### src/rtl/nrt_fifo.sv
`default_nettype none
module nrt_fifo #(
    parameter int WIDTH = 274
) (
    input  wire logic             i_clk,
    input  wire logic             i_rst_n,
    input  wire logic             i_push,
    input  wire logic [WIDTH-1:0] i_data,
    output logic                  o_full,
    input  wire logic             i_pop,
    output logic      [WIDTH-1:0] o_data,
    output logic                  o_empty
);
    // two-entry request queue
    logic [WIDTH-1:0] r_mem [2];
    logic             r_wp;
    logic             r_rp;
    logic [1:0]       r_cnt;

    assign o_full  = (r_cnt == 2'd2);
    assign o_empty = (r_cnt == 2'd0);
    assign o_data  = r_mem[r_rp];

    always_ff @(posedge i_clk) begin
        if (i_push) begin
            r_mem[r_wp] <= i_data;
        end
    end

    always_ff @(posedge i_clk) begin
        if (!i_rst_n) begin
            r_wp  <= 1'b0;
            r_rp  <= 1'b0;
            r_cnt <= 2'd0;
        end else begin
            if (i_push) begin
                r_wp <= ~r_wp;
            end
            if (i_pop) begin
                r_rp <= ~r_rp;
            end
            case ({i_push, i_pop})
                2'b10:   r_cnt <= r_cnt + 2'd1;
                2'b01:   r_cnt <= r_cnt - 2'd1;
                default: r_cnt <= r_cnt;
            endcase
        end
    end

`ifndef SYNTHESIS
    a_cnt_bound: assert property (@(posedge i_clk) disable iff (!i_rst_n)
        (i_push && !i_pop && o_full) == 1'b0 |=> r_cnt != 2'd3)
        else $error("request queue count out of range");
`endif
endmodule
`default_nettype wire

### config.mk
export PLATFORM = sky130hd
export DESIGN_NAME = nrt_fifo
export DESIGN_NICKNAME = d
export VERILOG_FILES = /design/src/rtl/nrt_fifo.sv
export SDC_FILE = /design/constraint.sdc
export NUM_CORES = 1
export LEC_CHECK = 0
export BUFFER_PORTS_ARGS = -buffer_cell sky130_fd_sc_hd__buf_2
export CAP_MARGIN = 15
export CELL_PAD_IN_SITES_DETAIL_PLACEMENT = 0
export CELL_PAD_IN_SITES_GLOBAL_PLACEMENT = 2
export CORE_MARGIN = 8
export CORE_UTILIZATION = 35
export CTS_CLUSTER_SIZE = 14
export DETAILED_ROUTE_END_ITERATION = 7
export PLACE_DENSITY_LB_ADDON = 0.1
export SETUP_SLACK_MARGIN = 0.4
export SLEW_MARGIN = 40
export SYNTH_ARGS = -nofsm -noshare
export SYNTH_HDL_FRONTEND = slang
export SYNTH_SLANG_ARGS = --single-unit
### constraint.sdc
create_clock -name i_clk -period 14.12 [get_ports i_clk]
set_input_delay 2.824 -clock i_clk [delete_from_list [all_inputs] [get_ports i_clk]]
set_output_delay 2.824 -clock i_clk [all_outputs]
set_load 0.02 [all_outputs]
==> results of run 1 <==
## registers in the layout, indices dropped and copies added, names as in the netlist, named ones only
name   cells
r_mem    548
r_cnt      2
r_rp       1
r_wp       1
## per-stage QoR
step / cells / hold slack [ns]
after CTS: 2271 / 0.512
after global placement: 2161 / 0.492
after detailed placement: 2163 / 0.504
after global routing: 2288 / 0.531
final: 2292 / 0.503
after floorplan: 874 / 0.466
## logic make-up after synthesis
| group | synth area share (%) |
|---|---|
| AND/OR/NAND/NOR | 0.268 |
| XOR/XNOR | 0.131 |
| AO/OA/AOI/OAI | 0.0998 |
| multiplexers | 15.4 |
| buffers and inverters | 1.50 |
| flip-flops | 82.6 |
| adder cells (fa/ha/maj) | 0.0624 |
## per-layer routing
metal  GRT usage, %  up-vias
li1               -     4722
met1           16.5     5211
met2           27.8      363
met3           6.83      130
met4           8.60       28
met5              0        -
## report_power, final
part	switching (W)	leakage, nW	internal [W]
Clock	0.000597	0.904	0.000870
Combinational	0.000267	3.33	0.000169
Sequential	0.0000271	5.19	0.00190
Total	0.000892	9.42	0.00294
## final timing paths
check	startpoint	endpoint	slack, ns	cells past startpoint
setup / recovery	flop	o_data[192]	7.81	4
hold / removal	r_cnt[1]$_SDFFE_PN0P_	r_cnt[1]$_SDFFE_PN0P_	0.50	2
setup reg to reg	r_wp$_SDFFE_PN0P_	r_mem[1][191]$_DFFE_PP_	11.35	4
hold reg to reg	r_cnt[1]$_SDFFE_PN0P_	r_cnt[1]$_SDFFE_PN0P_	0.50	2
## layout by cell type (no fill, tap or decap), types with 2 or more instances in the layout
cell type and count:
xnor2_1 2, bufinv_16 4, mux2_2 274, clkbuf_1 19, edfxtp_1 548, and2_1 3, clkinv_2 8, buf_16 2
clkbuf_16 61, dfxtp_1 4, inv_6 2, buf_2 553, buf_6 6, clkbuf_8 2, clkinv_1 12, buf_12 2
diode_2 21
## synth_stat cells
| master | n |
|---|---|
| ha_1 | 1 |
| inv_1 | 1 |
| mux2_2 | 274 |
| buf_6 | 20 |
| nor2_1 | 2 |
| o21ai_0 | 1 |
| o21a_1 | 1 |
| xnor2_1 | 2 |
| buf_2 | 1 |
| xor2_1 | 1 |
| edfxtp_1 | 548 |
| a21boi_1 | 1 |
| and2_1 | 4 |
| dfxtp_1 | 5 |
| buf_4 | 9 |
| and2b_2 | 1 |
| or3_1 | 1 |
| nor2b_1 | 1 |
## critical path: stages, from the launching register on
cell and delay [ns]:
dfxtp_4 0.86, buf_6 0.65, buf_6 0.57, mux2_2 0.42, buf_2 0.16
## final cells by class
cell class | instances | area [sq um]
flip-flops and latches | 553 | 16600
fillers | 5047 | 30900
diodes | 21 | 52.6
inverters | 1 | 3.75
clock inverters | 26 | 223
multi-input cells | 290 | 3210
repair buffers | 563 | 2930
clock buffers | 82 | 1630
well taps | 756 | 946
==> results.md, run 1 <==
* Hold_buf cts at 0
* Routed wl met3 at 4800 um
* Area Overhead vs Synth at 27.4%
* Fin crit share at 44.7%
* Post-route DRC at 0
* Worst Max-Slew Pin Slew at 0.869 ns
* Outcome: finished clean
* Gates resized, CTS repair at 0
* Vias in the first global route at 11300
* Peak VDD IR at 0.0860 mV
* CP Max Fanout at 77
* Setup bufs post-CTS at 0
* HP Class: reg2reg
* RSZ-0062 raised after global routing: false
* Initial antenna violation count at 33
* Leakage at 9.42 nW
* CP endpoint kind: primary output
* Core area at 56500 sq um
* Top-level port count at 554
* Total track usage at 16.1%
* Pwr Density at 150 nW/um^2
* H-tree Lvls at 2
* Final Skew at 0.0165 ns
* Die area at 65200 sq um
* Top Metal Used: met5
* Final Instance Area at 25500 sq um
* DR WL/cell at 23.9 um
* CTS tree: built
* Root Buffer: clkbuf_16
* Mapped Area at 20100 sq um
* Clk slew on worst S/H paths at 0.06 ns
* CTS Buf Count at 58
* YS warnings at 0
* Starting Density at 35.5%
* Largest cells by area after synthesis: edfxtp_1 82%, mux2_2 15%, buf_6 1.1%
* Final Core Density at 45.2%
* Final ANT Viol Nets at 0
* CP startpoint kind: flop
* RD Place Congestion at 0.818
* Cells after Synth at 874
* GR Overflow Total at 0
* Port-buffer cells at 553
* Initial DRT Pass Iterations at 4
* Distinct cell type count after synthesis at 18
* Met1 wire length at 19300 um
* Met2 wire len at 28400 um
* Chip width at 255 um
* Flops & latches, synth at 553
* # clock sinks at 553
* Share of layout cells above drive strength 1 at 60.6%
* Post-DP HPWL at 39500 um
* Place WS at 8.15 ns
* Die height at 255 um
* Synthesized Nets at 1153
* Sequential area share after synthesis at 82.6%
* Drt total wl at 54800 um
* Nets@finish at 1746
* Post-synth top area share at 82.1%
* Setup slack after layout at 7.81 ns
* Max-Cap Viols at 0
* Starting DRC count in detailed routing at 484
* CP Data Arrival Time at 3.49 ns
* Clock tree buffer depth at 3
* Worst skew pair latency at 0.59 ns
* Post-synth top area cell: edfxtp_1
* Vias at 10500
* Count of pins over their slew limit at 0
* Max Fclk at 0.158 GHz
* Cell Rows at 87
* DP Area at 23600 sq um
* Final hold vios at 0
* Global-route wire length before repair at 77300 um
* Max-slew headroom at 42.0%
* Setup TNS at 0 ns
* Final setup vio count at 0
* Largest net degree at the start of global routing at 130
* Final min period at 6.31 ns
* Mapped Avg Cell Area at 22.9 sq um
* CP Data Required Time at 11.30 ns
* PnR Total Power at 0.00383 W
* WS Path Type: reg2out
* Via/cell ratio at 4.56
Note: power is estimated with default switching activity, not from simulation.
==> run 2, diff against run 1 <==
Settings changed: ABC_AREA set to 1, CORE_UTILIZATION 35 to 34.
Clock period 14.12 ns to 5.57 ns, I/O delays scaled along.
==> run 2 against run 1 <==
  * Total power rose by 150%
  * Critical endpoint is now o_data[89]
  * Final cell count rose by 0.70%
  * Routed wire length fell by 2.1%
  * Sequential power rose to 2.5 times the previous value
  * Critical path depth fell by 1
  * Clock power rose by 150%
  * Register-to-register slack got worse by 7.8 ns
  * Worst hold slack got worse by 0.011 ns
  * Clock-buffer cell count fell by 11
==> results.md, run 2 <==
* Clock tree buffer depth at 3 (unchanged)
* # placed instances at 2192 (was 2163)
* YS warnings at 0 (unchanged)
* Drt total wl at 53700 um (was 54800 um)
* Post-route DRC at 0 (unchanged)
* Count leader, synth: edfxtp_1 (unchanged)
* Starting Density at 34.2% (was 35.5%)
* H-tree Lvls at 2 (unchanged)
* Ys async rst share at 0% (unchanged)
* CP Max Fanout at 117 (was 77)
* CTS Buf Count at 60 (was 58)
* CP startpoint kind: flop (unchanged)
* Worst skew pair latency at 0.59 ns (about the same)
* Worst Max-Slew Pin Slew at 0.800 ns (was 0.869 ns)
* Post-synth top area cell: edfxtp_1 (unchanged)
* CP Data Arrival Time at 2.69 ns (was 3.49 ns)
* Global-route wire length before repair at 75600 um (was 77300 um)
* Port-buffer cells at 553 (unchanged)
* Peak VDD IR at 0.208 mV (was 0.0860 mV)
* Vias in the first global route at 11100 (was 11300)
* Starting DRC count in detailed routing at 459 (was 484)
* Via/cell ratio at 4.51 (was 4.56)
* Top delay family on crit path: flip-flops (was buffers and inverters)
* WS Path Type: reg2out (unchanged)
* Setup bufs post-CTS at 0 (unchanged)
* Post-synth top area share at 81.9% (was 82.1%)
* CP endpoint kind: primary output (unchanged)
* Max-Cap Viols at 0 (unchanged)
* Top cells by count, synth: 548 x edfxtp_1, 274 x mux2_2, 29 x buf_6 (was 548 x edfxtp_1, 274 x mux2_2, 20 x buf_6)
* Cell Rows at 89 (was 87)
* Fin crit share at 68.4%
* Total track usage at 15.3% (was 16.1%)
* Synthesized Nets at 1166 (was 1153)
* Post-DP HPWL at 37400 um (was 39500 um)
* Count of pins over their slew limit at 0 (unchanged)
* Top-level port count at 554 (unchanged)
* Crit-path slowest cell: dfxtp_4 (unchanged)
* Final hold vios at 0 (unchanged)
* Largest register FFs at 548 (unchanged)
* Post-synth EDFFs at 548 (unchanged)
* Core area at 58700 sq um (was 56500 sq um)
* Die area at 67200 sq um (was 65200 sq um)
* Pwr Density at 373 nW/um^2 (was 150 nW/um^2)
* Share of layout cells above drive strength 1 at 59.9% (was 60.6%)
* Distinct cell type count after synthesis at 12 (was 18)
* Initial antenna violation count at 27 (was 33)
* Final Core Density at 43.5% (was 45.2%)
* Final setup vio count at 0 (unchanged)
* # clock sinks at 553 (unchanged)
* Root Buffer: clkbuf_16 (unchanged)
* Cells after Synth at 887 (was 874)
* HP Class: reg2reg (unchanged)
* Reg with most FFs: r_mem (unchanged)
* Hold_buf cts at 0 (unchanged)
* Initial DRT Pass Iterations at 6 (was 4)
* Bufs and invs on worst path at 2 (was 3)
* Nets@finish at 1760 (was 1746)
* Largest cells by area after synthesis: edfxtp_1 82%, mux2_2 15%, buf_6 1.6% (was edfxtp_1 82%, mux2_2 15%, buf_6 1.1%)
* Leakage at 9.41 nW (was 9.42 nW)
* Die height at 259 um (was 255 um)
* Dominant synthesized flop cell: edfxtp_1 (unchanged)
* Final ANT Viol Nets at 0 (unchanged)
* Crit-path cells: buf_12, mux2_2, buf_2 (was buf_6, buf_6, mux2_2, buf_2)
* Clk slew on worst S/H paths at 0.05 ns (was 0.06 ns)
* Chip width at 259 um (was 255 um)
* Flops & latches, synth at 553 (unchanged)
* Area Overhead vs Synth at 27.0% (was 27.4%)
* Post-route non-filler standard cell count at 2308 (was 2292)
* Final Skew at 0.0107 ns (was 0.0165 ns)
* Outcome: finished clean (unchanged)
* Mapped Area at 20100 sq um (about the same)
* Biggest regs: r_mem: 548 flops, r_cnt: 2 flops (unchanged)
* Mapped Avg Cell Area at 22.7 sq um (was 22.9 sq um)
* Largest net degree at the start of global routing at 119 (was 130)
* CP Data Required Time at 4.46 ns (was 11.30 ns)
* Most common cell after layout, fill and taps aside: buf_2 (unchanged)
* Vias at 10400 (was 10500)
* Final min period at 3.81 ns
* Max-slew headroom at 46.7% (was 42.0%)
* RD Place Congestion at 0.761 (was 0.818)
* Max Fclk at 0.263 GHz
* RSZ-0062 raised after global routing: false (unchanged)
* Gates resized, CTS repair at 0 (unchanged)
* CTS tree: built (unchanged)
* GR Overflow Total at 0 (unchanged)
* Sequential area share after synthesis at 82.4% (was 82.6%)
* Largest incremental delay on the critical path at 0.73 ns (was 0.86 ns)
* Commonest cells after routing, fill and taps aside: 553 x buf_2, 548 x edfxtp_1, 274 x mux2_2, 61 x clkbuf_16, 22 x clkinv_1 (was 553 x buf_2, 548 x edfxtp_1, 274 x mux2_2, 61 x clkbuf_16, 19 x clkbuf_1)
* DR WL/cell at 23.3 um (was 23.9 um)
## run 2: cell count changes in the layout (fill, tap and decap cells not counted), moves of 4 or more
cell / previous run / this run
diode_2: 21 / 12
nor2_1: 1 / 11
clkbuf_1: 19 / 10
buf_6: 6 / 0
nand2_1: 0 / 7
buf_12: 2 / 6
clkinv_1: 12 / 22
## run 2: worst paths after layout
path                                  end  cells past startpoint  slack (ns)              start
setup / recovery               o_data[89]                      3        1.76               flop
setup reg to reg  r_mem[1][237]$_DFFE_PP_                      3        3.60  r_wp$_SDFFE_PN0P_
hold reg to reg         r_rp$_SDFFE_PN0P_                      2        0.49  r_rp$_SDFFE_PN0P_
hold / removal          r_rp$_SDFFE_PN0P_                      2        0.49  r_rp$_SDFFE_PN0P_
## run 2: cell families after synthesis
group / share of synthesized area (%)
buffers and inverters: 1.76
AO/OA/AOI/OAI: 0.0498
adder cells (fa/ha/maj): 0.0622
AND/OR/NAND/NOR: 0.405
multiplexers: 15.4
flip-flops: 82.4
## run 2: where the power goes
group          leakage [nW]  internal [W]  switching, W
Combinational          3.36      0.000379      0.000625
Sequential             5.19       0.00483     0.0000536
Clock                 0.868       0.00211       0.00152
## run 2: cell type report
type | count | area, sq um
diodes | 12 | 30.0
clock buffers | 71 | 1560
clock inverters | 33 | 215
fillers | 5314 | 33200
inverters | 6 | 38.8
multi-input cells | 298 | 3210
flip-flops and latches | 553 | 16600
well taps | 773 | 967
repair buffers | 562 | 2930
## run 2: tightest hold or removal path, stage by stage, from the launching register on
cell and delay [ns]:
dfxtp_1 0.32, nor2_1 0.06, nor2_1 0.08
## run 2: per-stage QoR
| stage | setup WS, ns | hold WS (ns) | setup TNS (ns) | total power, W | area [sq um] |
|---|---|---|---|---|---|
| after floorplan | -0.0800 | 0.463 | -28.59 | 0.00559 | 20100 |
| after global placement | 2.33 | 0.476 | 0 | 0.00599 | 23700 |
| after global routing | 1.59 | 0.552 | 0 | 0.00989 | 25500 |
| after CTS | 1.68 | 0.500 | 0 | 0.00969 | 25500 |
| final | 1.76 | 0.492 | 0 | 0.00951 | 25500 |
| after detailed placement | 2.34 | 0.486 | 0 | 0.00600 | 23700 |
## run 2: routing by layer
| metal | share of wire, % | track usage (%) | wire [um] | vias up |
|---|---|---|---|---|
| met5 | 0.36 | 0 | 195 | - |
| met4 | 2.0 | 4.26 | 1090 | 32 |
| met3 | 9.4 | 6.83 | 5030 | 102 |
| met2 | 53 | 27.6 | 28600 | 313 |
| met1 | 35 | 16.1 | 18700 | 5212 |
| li1 | - | - | - | 4740 |
