### src/rtl/nrt_pkg.sv
`default_nettype none
package nrt_pkg;

    localparam int CHUNK_BITS    = 64;
    localparam int SENDER_BITS   = 16;
    localparam int TID_BITS      = 16;
    localparam int IN_DATA_BITS  = 80;
    localparam int IN_USER_BITS  = 3;
    localparam int OUT_DATA_BITS = 24;

    localparam logic [1:0] KIND_REG  = 2'd0;
    localparam logic [1:0] KIND_LOOK = 2'd1;

    localparam logic [1:0] OP_REG  = 2'd0;
    localparam logic [1:0] OP_LOOK = 2'd1;
    localparam logic [1:0] OP_ERR  = 2'd2;

    localparam logic [1:0] ST_OK      = 2'd0;
    localparam logic [1:0] ST_GENERIC = 2'd1;
    localparam logic [1:0] ST_FULL    = 2'd2;
    localparam logic [1:0] ST_NONAME  = 2'd3;

    typedef struct packed {
        logic [TID_BITS-1:0] task_id;
        logic [1:0]          status;
    } t_result;

endpackage
`default_nettype wire

### src/rtl/nrt_front.sv
`default_nettype none
module nrt_front #(
    parameter int NAME_WORDS = 4,
    parameter int ID_BITS    = 16,
    localparam int REQ_BITS  = 2 + ID_BITS + NAME_WORDS * nrt_pkg::CHUNK_BITS
) (
    input  wire logic                                 i_clk,
    input  wire logic                                 i_rst_n,
    input  wire logic                                 i_accept,
    input  wire logic [nrt_pkg::CHUNK_BITS-1:0]       i_chunk,
    input  wire logic                                 i_last,
    input  wire logic [1:0]                           i_kind,
    input  wire logic                                 i_size_ok,
    input  wire logic [nrt_pkg::SENDER_BITS-1:0]      i_sender,
    output logic                                      o_push,
    output logic      [REQ_BITS-1:0]                  o_req
);
    localparam int NB       = NAME_WORDS * nrt_pkg::CHUNK_BITS;
    localparam int PW       = $clog2(NAME_WORDS + 1);

    logic [NB-1:0]      r_words;
    logic [PW-1:0]      r_pos;
    logic [NB-1:0]      n_name;
    logic [1:0]         op;
    logic [31:0]        sender_ext;
    logic [ID_BITS-1:0] id;

    always_comb begin
        n_name = r_words;
        if (r_pos < PW'(NAME_WORDS)) begin
            n_name[r_pos * nrt_pkg::CHUNK_BITS +: nrt_pkg::CHUNK_BITS] = i_chunk;
        end
    end

    always_comb begin
        if (!i_size_ok) begin
            op = nrt_pkg::OP_ERR;
        end else begin
            unique case (i_kind)
                nrt_pkg::KIND_REG:  op = nrt_pkg::OP_REG;
                nrt_pkg::KIND_LOOK: op = nrt_pkg::OP_LOOK;
                default:            op = nrt_pkg::OP_ERR;
            endcase
        end
    end

    assign sender_ext = 32'(i_sender);
    assign id         = sender_ext[ID_BITS-1:0];
    assign o_push     = i_accept && i_last;
    assign o_req      = {op, id, n_name};

    always_ff @(posedge i_clk) begin
        if (!i_rst_n) begin
            r_words <= '0;
            r_pos   <= '0;
        end else if (i_accept) begin
            if (i_last) begin
                r_words <= '0;
                r_pos   <= '0;
            end else begin
                r_words <= n_name;
                if (r_pos < PW'(NAME_WORDS)) begin
                    r_pos <= r_pos + PW'(1);
                end
            end
        end
    end
endmodule
`default_nettype wire

### config.mk
export PLATFORM = sky130hd
export DESIGN_NAME = nrt_front
export DESIGN_NICKNAME = d
export VERILOG_FILES = /design/src/rtl/nrt_pkg.sv /design/src/rtl/nrt_front.sv
export SDC_FILE = /design/constraint.sdc
export NUM_CORES = 1
export LEC_CHECK = 0
export BUFFER_PORTS_ARGS = -buffer_cell sky130_fd_sc_hd__buf_4
export CORE_ASPECT_RATIO = 0.75
export CORE_UTILIZATION = 53
export CTS_BUF_LIST = sky130_fd_sc_hd__clkbuf_16
export DETAILED_ROUTE_END_ITERATION = 8
export GPL_TIMING_DRIVEN = 1
export PLACE_DENSITY = 0.89
export SLEW_MARGIN = 20
export SYNTH_ARGS = -nofsm -noshare
export SYNTH_HDL_FRONTEND = slang
export SYNTH_SLANG_ARGS = --single-unit
### constraint.sdc
create_clock -name i_clk -period 3 [get_ports i_clk]
set_input_delay 0.6 -clock i_clk [delete_from_list [all_inputs] [get_ports i_clk]]
set_output_delay 0.6 -clock i_clk [all_outputs]
set_load 0.05 [all_outputs]
==> metrics.txt, run 1 <==
# TYPE chip_impl_metric gauge
chip_impl_metric{name="fin_setup_tns",unit="ns"} -44.49
chip_impl_metric{name="grt_pass1_vias",unit=""} 13000
chip_impl_info{name="tritoncts",value="built"} 1
chip_impl_metric{name="hold_buffers",unit=""} 0
chip_impl_info{name="cpMaxStageDelayCell",value="dfxtp_2"} 1
chip_impl_info{name="run_status",value="complete, but fails checks"} 1
chip_impl_metric{name="via_count",unit=""} 13400
chip_impl_metric{name="hold-worst-slack",unit="ns"} 0.426
chip_impl_metric{name="synthesis.instances",unit=""} 1354
chip_impl_metric{name="detail_route.wl_per_cell",unit="microns"} 26.3
chip_impl_metric{name="syn_to_final_growth",unit="%"} 43.8
chip_impl_metric{name="htree_levels",unit=""} 1
chip_impl_metric{name="dieArea",unit="sq mm"} 0.0253
chip_impl_info{name="worstPathCellList",value="inv_2 -> ha_4 -> ha_4 -> and4b_2 -> and2_4 -> buf_12 -> clkbuf_16 -> mux2_4 -> buf_8"} 1
chip_impl_metric{name="synth.cell_area",unit="sq mm"} 0.0131
chip_impl_metric{name="hpwl",unit="mm"} 26.9
chip_impl_info{name="worstSetupStartpointType",value="flip-flop"} 1
chip_impl_metric{name="dr.first_iter.drc_count",unit=""} 2060
chip_impl_info{name="critical_path_class",value="reg2out"} 1
chip_impl_metric{name="powerDensity",unit="mW/mm^2"} 439
chip_impl_metric{name="postPlaceCellArea",unit="sq mm"} 0.0157
chip_impl_metric{name="portBuffers",unit=""} 329
chip_impl_metric{name="grt_util_met2",unit="%"} 58.0
chip_impl_metric{name="design_area",unit="sq mm"} 0.0188
chip_impl_metric{name="grt_antenna_before_repair",unit=""} 1
chip_impl_metric{name="synth_edf_count",unit=""} 0
chip_impl_info{name="worst_path_most_repeated_cell",value="ha_4"} 1
chip_impl_metric{name="maxSlewViolCount",unit=""} 0
chip_impl_metric{name="top_level_ports",unit=""} 362
chip_impl_metric{name="period_share",unit="%"} 109
chip_impl_metric{name="worst_path_largest_cell_delay",unit="ns"} 0.34
chip_impl_metric{name="report.final.setup_viol",unit=""} 256
chip_impl_metric{name="drt_drc_violations_left",unit=""} 0
chip_impl_info{name="rsz0062_at_grt",value="true"} 1
chip_impl_metric{name="timing_worst_slew_pin_value",unit="ns"} 0.854
chip_impl_metric{name="ffs_w_async_s_r_synth",unit="%"} 0
chip_impl_metric{name="numCtsBuffers",unit=""} 26
chip_impl_metric{name="drv_cap",unit=""} 0
chip_impl_metric{name="critical_path_at",unit="ns"} 2.67
chip_impl_metric{name="syn_nets",unit=""} 1444
chip_impl_metric{name="clkTransAtPathRegs",unit="ns"} 0.07
chip_impl_metric{name="first_pass_iters",unit=""} 6
chip_impl_metric{name="syn_area_cell",unit="sq um"} 9.66
chip_impl_metric{name="gr-usage-met3",unit="%"} 7.40
chip_impl_metric{name="grt_pass1_wl",unit="mm"} 72.6
chip_impl_info{name="min_path_type",value="in2reg"} 1
chip_impl_info{name="commonest_cells_post_synth",value="nand2_1, dfxtp_1, mux2_2"} 1
chip_impl_metric{name="initial_utilization",unit="%"} 54.3
chip_impl_metric{name="hold_viol_final",unit=""} 0
chip_impl_metric{name="groute.usage.overall",unit="%"} 36.0
chip_impl_info{name="ys_dominant_reg_cell",value="dfxtp_1"} 1
chip_impl_metric{name="total_leakage_power",unit="nW"} 8.69
chip_impl_metric{name="worstSkewPairLatency",unit="ns"} 0.54
chip_impl_metric{name="synth.yosys.warnings",unit=""} 0
chip_impl_metric{name="grt_start_max_net_pins",unit=""} 97
chip_impl_metric{name="fin_nets",unit=""} 1732
chip_impl_metric{name="final_critical_path_setup_slack",unit="ns"} -0.268
chip_impl_info{name="yosys.area.top_type",value="dfxtp_1"} 1
chip_impl_metric{name="viasPerCell",unit=""} 6.73
chip_impl_metric{name="yosysUniqueCellTypes",unit=""} 32
chip_impl_info{name="busiest_layer",value="met2"} 1
chip_impl_metric{name="finalCriticalPeriod",unit="ns"} 3.27
chip_impl_info{name="timing.critical_path.to_type",value="output pin"} 1
chip_impl_info{name="buffer_type_at_the_clock_tree_root",value="clkbuf_16"} 1
chip_impl_metric{name="skew",unit="ns"} 0.0118
chip_impl_metric{name="maximum_fanout_along_the_worst_path",unit=""} 6
chip_impl_metric{name="grt_overflow",unit=""} 0
chip_impl_metric{name="max-vdd-ir-drop",unit="mV"} 0.463
chip_impl_metric{name="globalRouteMet1Util",unit="%"} 44.7
chip_impl_metric{name="die_width",unit="microns"} 183
chip_impl_info{name="failed_checks",value="setup timing"} 1
chip_impl_metric{name="gp_routability_congestion",unit=""} 0.938
chip_impl_metric{name="floorplan.rows",unit=""} 49
chip_impl_info{name="synth_most_common_cell",value="nand2_1"} 1
chip_impl_metric{name="seq_area_frac_synth",unit="%"} 39.6
chip_impl_metric{name="ys_ff_latch",unit=""} 259
chip_impl_metric{name="proportion_of_netlist_area_held_by_the_largest_area_contributor",unit="%"} 39.6
chip_impl_metric{name="worst_slew_margin_rel",unit="%"} 43.1
chip_impl_metric{name="floorplan.core_area",unit="sq mm"} 0.0241
chip_impl_metric{name="finalWirelength",unit="mm"} 52.4
chip_impl_metric{name="achievable-frequency",unit="GHz"} 0.306
chip_impl_info{name="synth_area_leaders",value="dfxtp_1, mux2_2, o22ai_1"} 1
chip_impl_metric{name="cts.sinks",unit=""} 259
chip_impl_metric{name="drive_above_1_share",unit="%"} 43.8
chip_impl_metric{name="final_antenna_net_count",unit=""} 0
chip_impl_metric{name="cts_buffer_depth",unit=""} 3
chip_impl_metric{name="die_y",unit="microns"} 138
chip_impl_metric{name="worst-endpoint-required",unit="ns"} 2.40
==> what timing repair did <==
item,CTS,global route
cloned,9,16
pin swaps,5,4
setup buffers,14,6
setup endpoints to repair,256,256
gates resized for setup,272,169
==> logic make-up (layout without fill, tap and decap cells) <==
kind of cell | Yosys count | count (layout) | synth area share [%]
AND/OR/NAND/NOR | 346 | 348 | 11.8
multiplexers | 256 | 256 | 23.3
AO/OA/AOI/OAI | 328 | 328 | 18.3
buffers and inverters | 162 | 468 | 6.68
other | 0 | 1 | 0
flip-flops | 259 | 259 | 39.6
adder cells (fa/ha/maj) | 3 | 3 | 0.287
==> cells in the final DEF (no fill, tap or decap), drive strengths merged <==
cell type and n:
a21oi 3, a31o 2, and2 3, and3 64, and3b 2, and4 1, and4b 2, buf 403
bufinv 1, clkbuf 38, clkinv 11, clkinvlp 1, dfxtp 259, diode 1, ha 3, inv 14
mux2 256, nand2 262, nand2b 2, nand3 3, nand3b 2, nor2 4, nor2b 1, nor4b 1
nor4bb 1, o211a 64, o21a 66, o22ai 192, o41ai 1
==> critical path, delay by kind of cell (launching register included) <==
| kind | cells | cell delay (ns) |
|---|---|---|
| fa+ha+maj | 2 | 0.45 |
| simple gates | 2 | 0.47 |
| flops | 1 | 0.34 |
| mux | 1 | 0.32 |
| buf+inv | 4 | 0.56 |
==> layout make-up <==
class                   instances  area, sq um
clock inverters                21          123
well taps                     331          414
multi-input cells             935         7610
repair buffers                414         4780
inverters                       6         22.5
fillers                      1363         5280
diodes                          1         2.50
flip-flops and latches        259         5190
clock buffers                  27          676
==> metrics by stage <==
stage | setup slack, ns | total power [W] | cells | util (%)
floorplan | 0.225 | 0.00467 | 1354 | -
global placement | 0.153 | 0.00507 | 1903 | 65.2
detailed placement | 0.0838 | 0.00509 | 1903 | 65.2
CTS | -0.239 | 0.00814 | 1974 | 74.1
global route | -0.329 | 0.00844 | 1994 | 78.1
finish | -0.268 | 0.00827 | 1994 | 78.1
==> flip-flops by register name, summed over array words and instances (netlist names) <==
name,flops
r_pos,3
r_words,256
==> final timing paths <==
kind,startpoint,end,slack [ns],cells after the start
setup / recovery,r_pos[1]$_SDFFE_PN0P_,o_req[170],-0.27,9
hold / removal,i_chunk[22],r_words[214]$_SDFFE_PN0P_,0.43,3
setup reg to reg,r_pos[1]$_SDFFE_PN0P_,r_words[235]$_SDFFE_PN0P_,0.32,10
hold reg to reg,r_words[135]$_SDFFE_PN0P_,r_words[135]$_SDFFE_PN0P_,0.46,2
==> layer usage <==
layer / up-vias / share of wire [%]
li1: 5496 / -
met1: 6357 / 36
met2: 1313 / 46
met3: 261 / 12
met4: 0 / 5.7
met5: - / 0
==> power breakdown <==
| group | internal, W | leakage (nW) | total [W] | switching (W) |
|---|---|---|---|---|
| Combinational | 0.000576 | 6.18 | 0.00166 | 0.00109 |
| Sequential | 0.00347 | 2.09 | 0.00350 | 0.0000216 |
| Clock | 0.00171 | 0.416 | 0.00311 | 0.00140 |
Power figures use the tool's default switching activity.
==> run 2, diff against run 1 <==
--- a/config.mk
+++ b/config.mk
@@ -7,11 +7,11 @@
 export LEC_CHECK = 0
 export BUFFER_PORTS_ARGS = -buffer_cell sky130_fd_sc_hd__buf_4
 export CORE_ASPECT_RATIO = 0.75
-export CORE_UTILIZATION = 53
+export CORE_UTILIZATION = 57
 export CTS_BUF_LIST = sky130_fd_sc_hd__clkbuf_16
 export DETAILED_ROUTE_END_ITERATION = 8
 export GPL_TIMING_DRIVEN = 1
-export PLACE_DENSITY = 0.89
+export PLACE_DENSITY = 0.94
 export SLEW_MARGIN = 20
 export SYNTH_ARGS = -nofsm -noshare
 export SYNTH_HDL_FRONTEND = slang
==> constraint.sdc (replaced) <==
create_clock -name i_clk -period 3.92 [get_ports i_clk]
set_input_delay 0.784 -clock i_clk [delete_from_list [all_inputs] [get_ports i_clk]]
set_output_delay 0.784 -clock i_clk [all_outputs]
set_load 0.05 [all_outputs]
==> metrics.txt, run 2 (synthesis gave the netlist of run 1 again) <==
# TYPE chip_impl_metric gauge
chip_impl_metric{name="grt_pass1_vias",unit=""} 11600
chip_impl_metric{name="drive_above_1_share",unit="%"} 41.5
chip_impl_metric{name="max-vdd-ir-drop",unit="mV"} 0.356
chip_impl_metric{name="grt_antenna_before_repair",unit=""} 0
chip_impl_metric{name="htree_levels",unit=""} 1
chip_impl_metric{name="fin_nets",unit=""} 1679
chip_impl_metric{name="gp_routability_congestion",unit=""} 0.872
chip_impl_metric{name="numCtsBuffers",unit=""} 26
chip_impl_metric{name="maxSlewViolCount",unit=""} 0
chip_impl_metric{name="maximum_fanout_along_the_worst_path",unit=""} 25
chip_impl_info{name="tritoncts",value="built"} 1
chip_impl_metric{name="die_width",unit="microns"} 177
chip_impl_info{name="worst_path_most_repeated_cell",value="buf_4"} 1
chip_impl_metric{name="initial_utilization",unit="%"} 58.7
chip_impl_metric{name="total_leakage_power",unit="nW"} 7.88
chip_impl_metric{name="grt_pass1_wl",unit="mm"} 63.4
chip_impl_info{name="timing.critical_path.max_delay_family",value="buffers and inverters"} 1
chip_impl_metric{name="drv_cap",unit=""} 0
chip_impl_info{name="min_path_type",value="reg2reg"} 1
chip_impl_metric{name="worst_path_largest_cell_delay",unit="ns"} 0.44
chip_impl_metric{name="period_share",unit="%"} 97.8
chip_impl_metric{name="floorplan.core_area",unit="sq mm"} 0.0223
chip_impl_metric{name="via_count",unit=""} 12300
chip_impl_info{name="timing.critical_path.to_type",value="output pin"} 1
chip_impl_metric{name="cts_buffer_depth",unit=""} 3
chip_impl_metric{name="hpwl",unit="mm"} 25.8
chip_impl_metric{name="top_level_ports",unit=""} 362
chip_impl_metric{name="timing.critical_path.buf_inv",unit=""} 3
chip_impl_info{name="worstPathCellList",value="inv_1 -> ha_2 -> ha_1 -> nor4b_4 -> nand2_4 -> buf_4 -> mux2_1 -> buf_4"} 1
chip_impl_info{name="final_cell_mix",value="buf_4, nand2_1, dfxtp_1"} 1
chip_impl_metric{name="skew",unit="ns"} 0.0122
chip_impl_metric{name="hold_buffers",unit=""} 0
chip_impl_info{name="largest-register",value="r_words"} 1
chip_impl_metric{name="die_y",unit="microns"} 133
chip_impl_metric{name="final_antenna_net_count",unit=""} 0
chip_impl_metric{name="clkTransAtPathRegs",unit="ns"} 0.06
chip_impl_metric{name="grt_overflow",unit=""} 0
chip_impl_metric{name="worst_slew_margin_rel",unit="%"} 36.7
chip_impl_metric{name="fin_setup_tns",unit="ns"} 0
chip_impl_metric{name="dieArea",unit="sq mm"} 0.0236
chip_impl_metric{name="portBuffers",unit=""} 329
chip_impl_metric{name="achievable-frequency",unit="GHz"} 0.261
chip_impl_metric{name="drt_drc_violations_left",unit=""} 0
chip_impl_metric{name="layoutNonFillerInstCount",unit=""} 1900
chip_impl_metric{name="dr.first_iter.drc_count",unit=""} 1327
chip_impl_metric{name="timing_worst_slew_pin_value",unit="ns"} 0.949
chip_impl_metric{name="worstSkewPairLatency",unit="ns"} 0.53
chip_impl_metric{name="groute.usage.overall",unit="%"} 33.6
chip_impl_metric{name="viasPerCell",unit=""} 6.47
chip_impl_metric{name="syn_to_final_growth",unit="%"} 25.3
chip_impl_metric{name="report.final.setup_viol",unit=""} 0
chip_impl_metric{name="antennaDiodeCount",unit=""} 0
chip_impl_metric{name="number_of_flip_flops_in_the_largest_register",unit=""} 256
chip_impl_info{name="reg_top3",value="r_words (256), r_pos (3)"} 1
chip_impl_info{name="run_status",value="complete, no violations"} 1
chip_impl_metric{name="grt_start_max_net_pins",unit=""} 120
chip_impl_metric{name="finalCriticalPeriod",unit="ns"} 3.83
chip_impl_metric{name="dpl.cell_count",unit=""} 1848
chip_impl_info{name="critical_path_class",value="reg2out"} 1
chip_impl_metric{name="finalWirelength",unit="mm"} 42.2
chip_impl_metric{name="layout.core_utilization",unit="%"} 73.5
chip_impl_metric{name="power",unit="W"} 0.00636
chip_impl_metric{name="detail_route.wl_per_cell",unit="microns"} 22.2
chip_impl_info{name="worstSetupStartpointType",value="flip-flop"} 1
chip_impl_metric{name="critical_path_at",unit="ns"} 3.05
chip_impl_metric{name="worst-endpoint-required",unit="ns"} 3.14
chip_impl_info{name="buffer_type_at_the_clock_tree_root",value="clkbuf_16"} 1
chip_impl_info{name="rsz0062_at_grt",value="false"} 1
chip_impl_metric{name="floorplan.rows",unit=""} 47
chip_impl_metric{name="first_pass_iters",unit=""} 6
chip_impl_metric{name="powerDensity",unit="mW/mm^2"} 388
chip_impl_metric{name="cts.sinks",unit=""} 259
chip_impl_info{name="layout_commonest_cell",value="buf_4"} 1
chip_impl_info{name="cpMaxStageDelayCell",value="dfxtp_1"} 1
chip_impl_metric{name="hold_viol_final",unit=""} 0
==> run 2: cell types whose count changed in the layout (fill, tap and decap cells not counted), moves of 7 or more <==
cell / change
buf_4: +185
buf_6: -137
mux2_4: -120
mux2_2: +117
buf_8: -74
clkbuf_16: -11
buf_16: -9
buf_12: -7
==> run 2: through the flow <==
stage                     area [sq um]  hold slack, ns  setup WS (ns)
after floorplan                  13100           0.433          0.961
after global placement           15500           0.439          0.535
after detailed placement         15500           0.446          0.416
after CTS                        16300           0.456        0.00371
after global routing             16400           0.472         0.0192
final                            16400           0.453         0.0878
==> run 2: timing repair <==
item	in CTS	in global routing
gates resized for setup	3	2
gates cloned	1	1
endpoints found under the setup margin	51	137
buffers inserted	0	5
pin swaps	1	0
==> run 2: worst register-to-register path, cell delays in order (launching register included) <==
cell     delay, ns
dfxtp_1       0.44
inv_1         0.11
ha_2          0.19
ha_1          0.37
and3b_2       0.33
buf_4         0.55
nand3_2       0.67
buf_12        0.44
o22ai_1       0.24
==> run 2: report_power, final <==
part / switching (W) / total (W) / internal, W
combinational: 0.000767 / 0.00115 / 0.000382
sequential: 0.0000178 / 0.00268 / 0.00266
clock: 0.00103 / 0.00253 / 0.00150
==> run 2: final timing paths <==
| kind | start | endpoint | slack, ns | depth (start not counted) |
|---|---|---|---|---|
| max | r_pos[1]$_SDFFE_PN0P_ | o_req[38] | 0.09 | 8 |
| min | r_words[134]$_SDFFE_PN0P_ | r_words[134]$_SDFFE_PN0P_ | 0.45 | 2 |
| max reg2reg | r_pos[1]$_SDFFE_PN0P_ | r_words[237]$_SDFFE_PN0P_ | 0.51 | 8 |
| min reg2reg | r_words[134]$_SDFFE_PN0P_ | r_words[134]$_SDFFE_PN0P_ | 0.45 | 2 |
==> run 2: area by class of cell <==
cell class | instances | area, sq um
clock buffer | 27 | 676
timing repair buffer | 361 | 2850
tap | 294 | 368
inverter | 6 | 22.5
clock inverter | 18 | 178
fill | 1492 | 5900
multi-input combinational | 935 | 7110
sequential | 259 | 5190
==> run 2: metal layers <==
layer  GRT usage (%)  wire (microns)  part of all wire, %  vias up
li1                -               -                    -     5395
met1            44.4           17000                   40     5951
met2            54.9           20000                   47      849
met3            5.51            3980                  9.4      105
met4            13.0            1280                  3.0        0
met5               0               0                    0        -
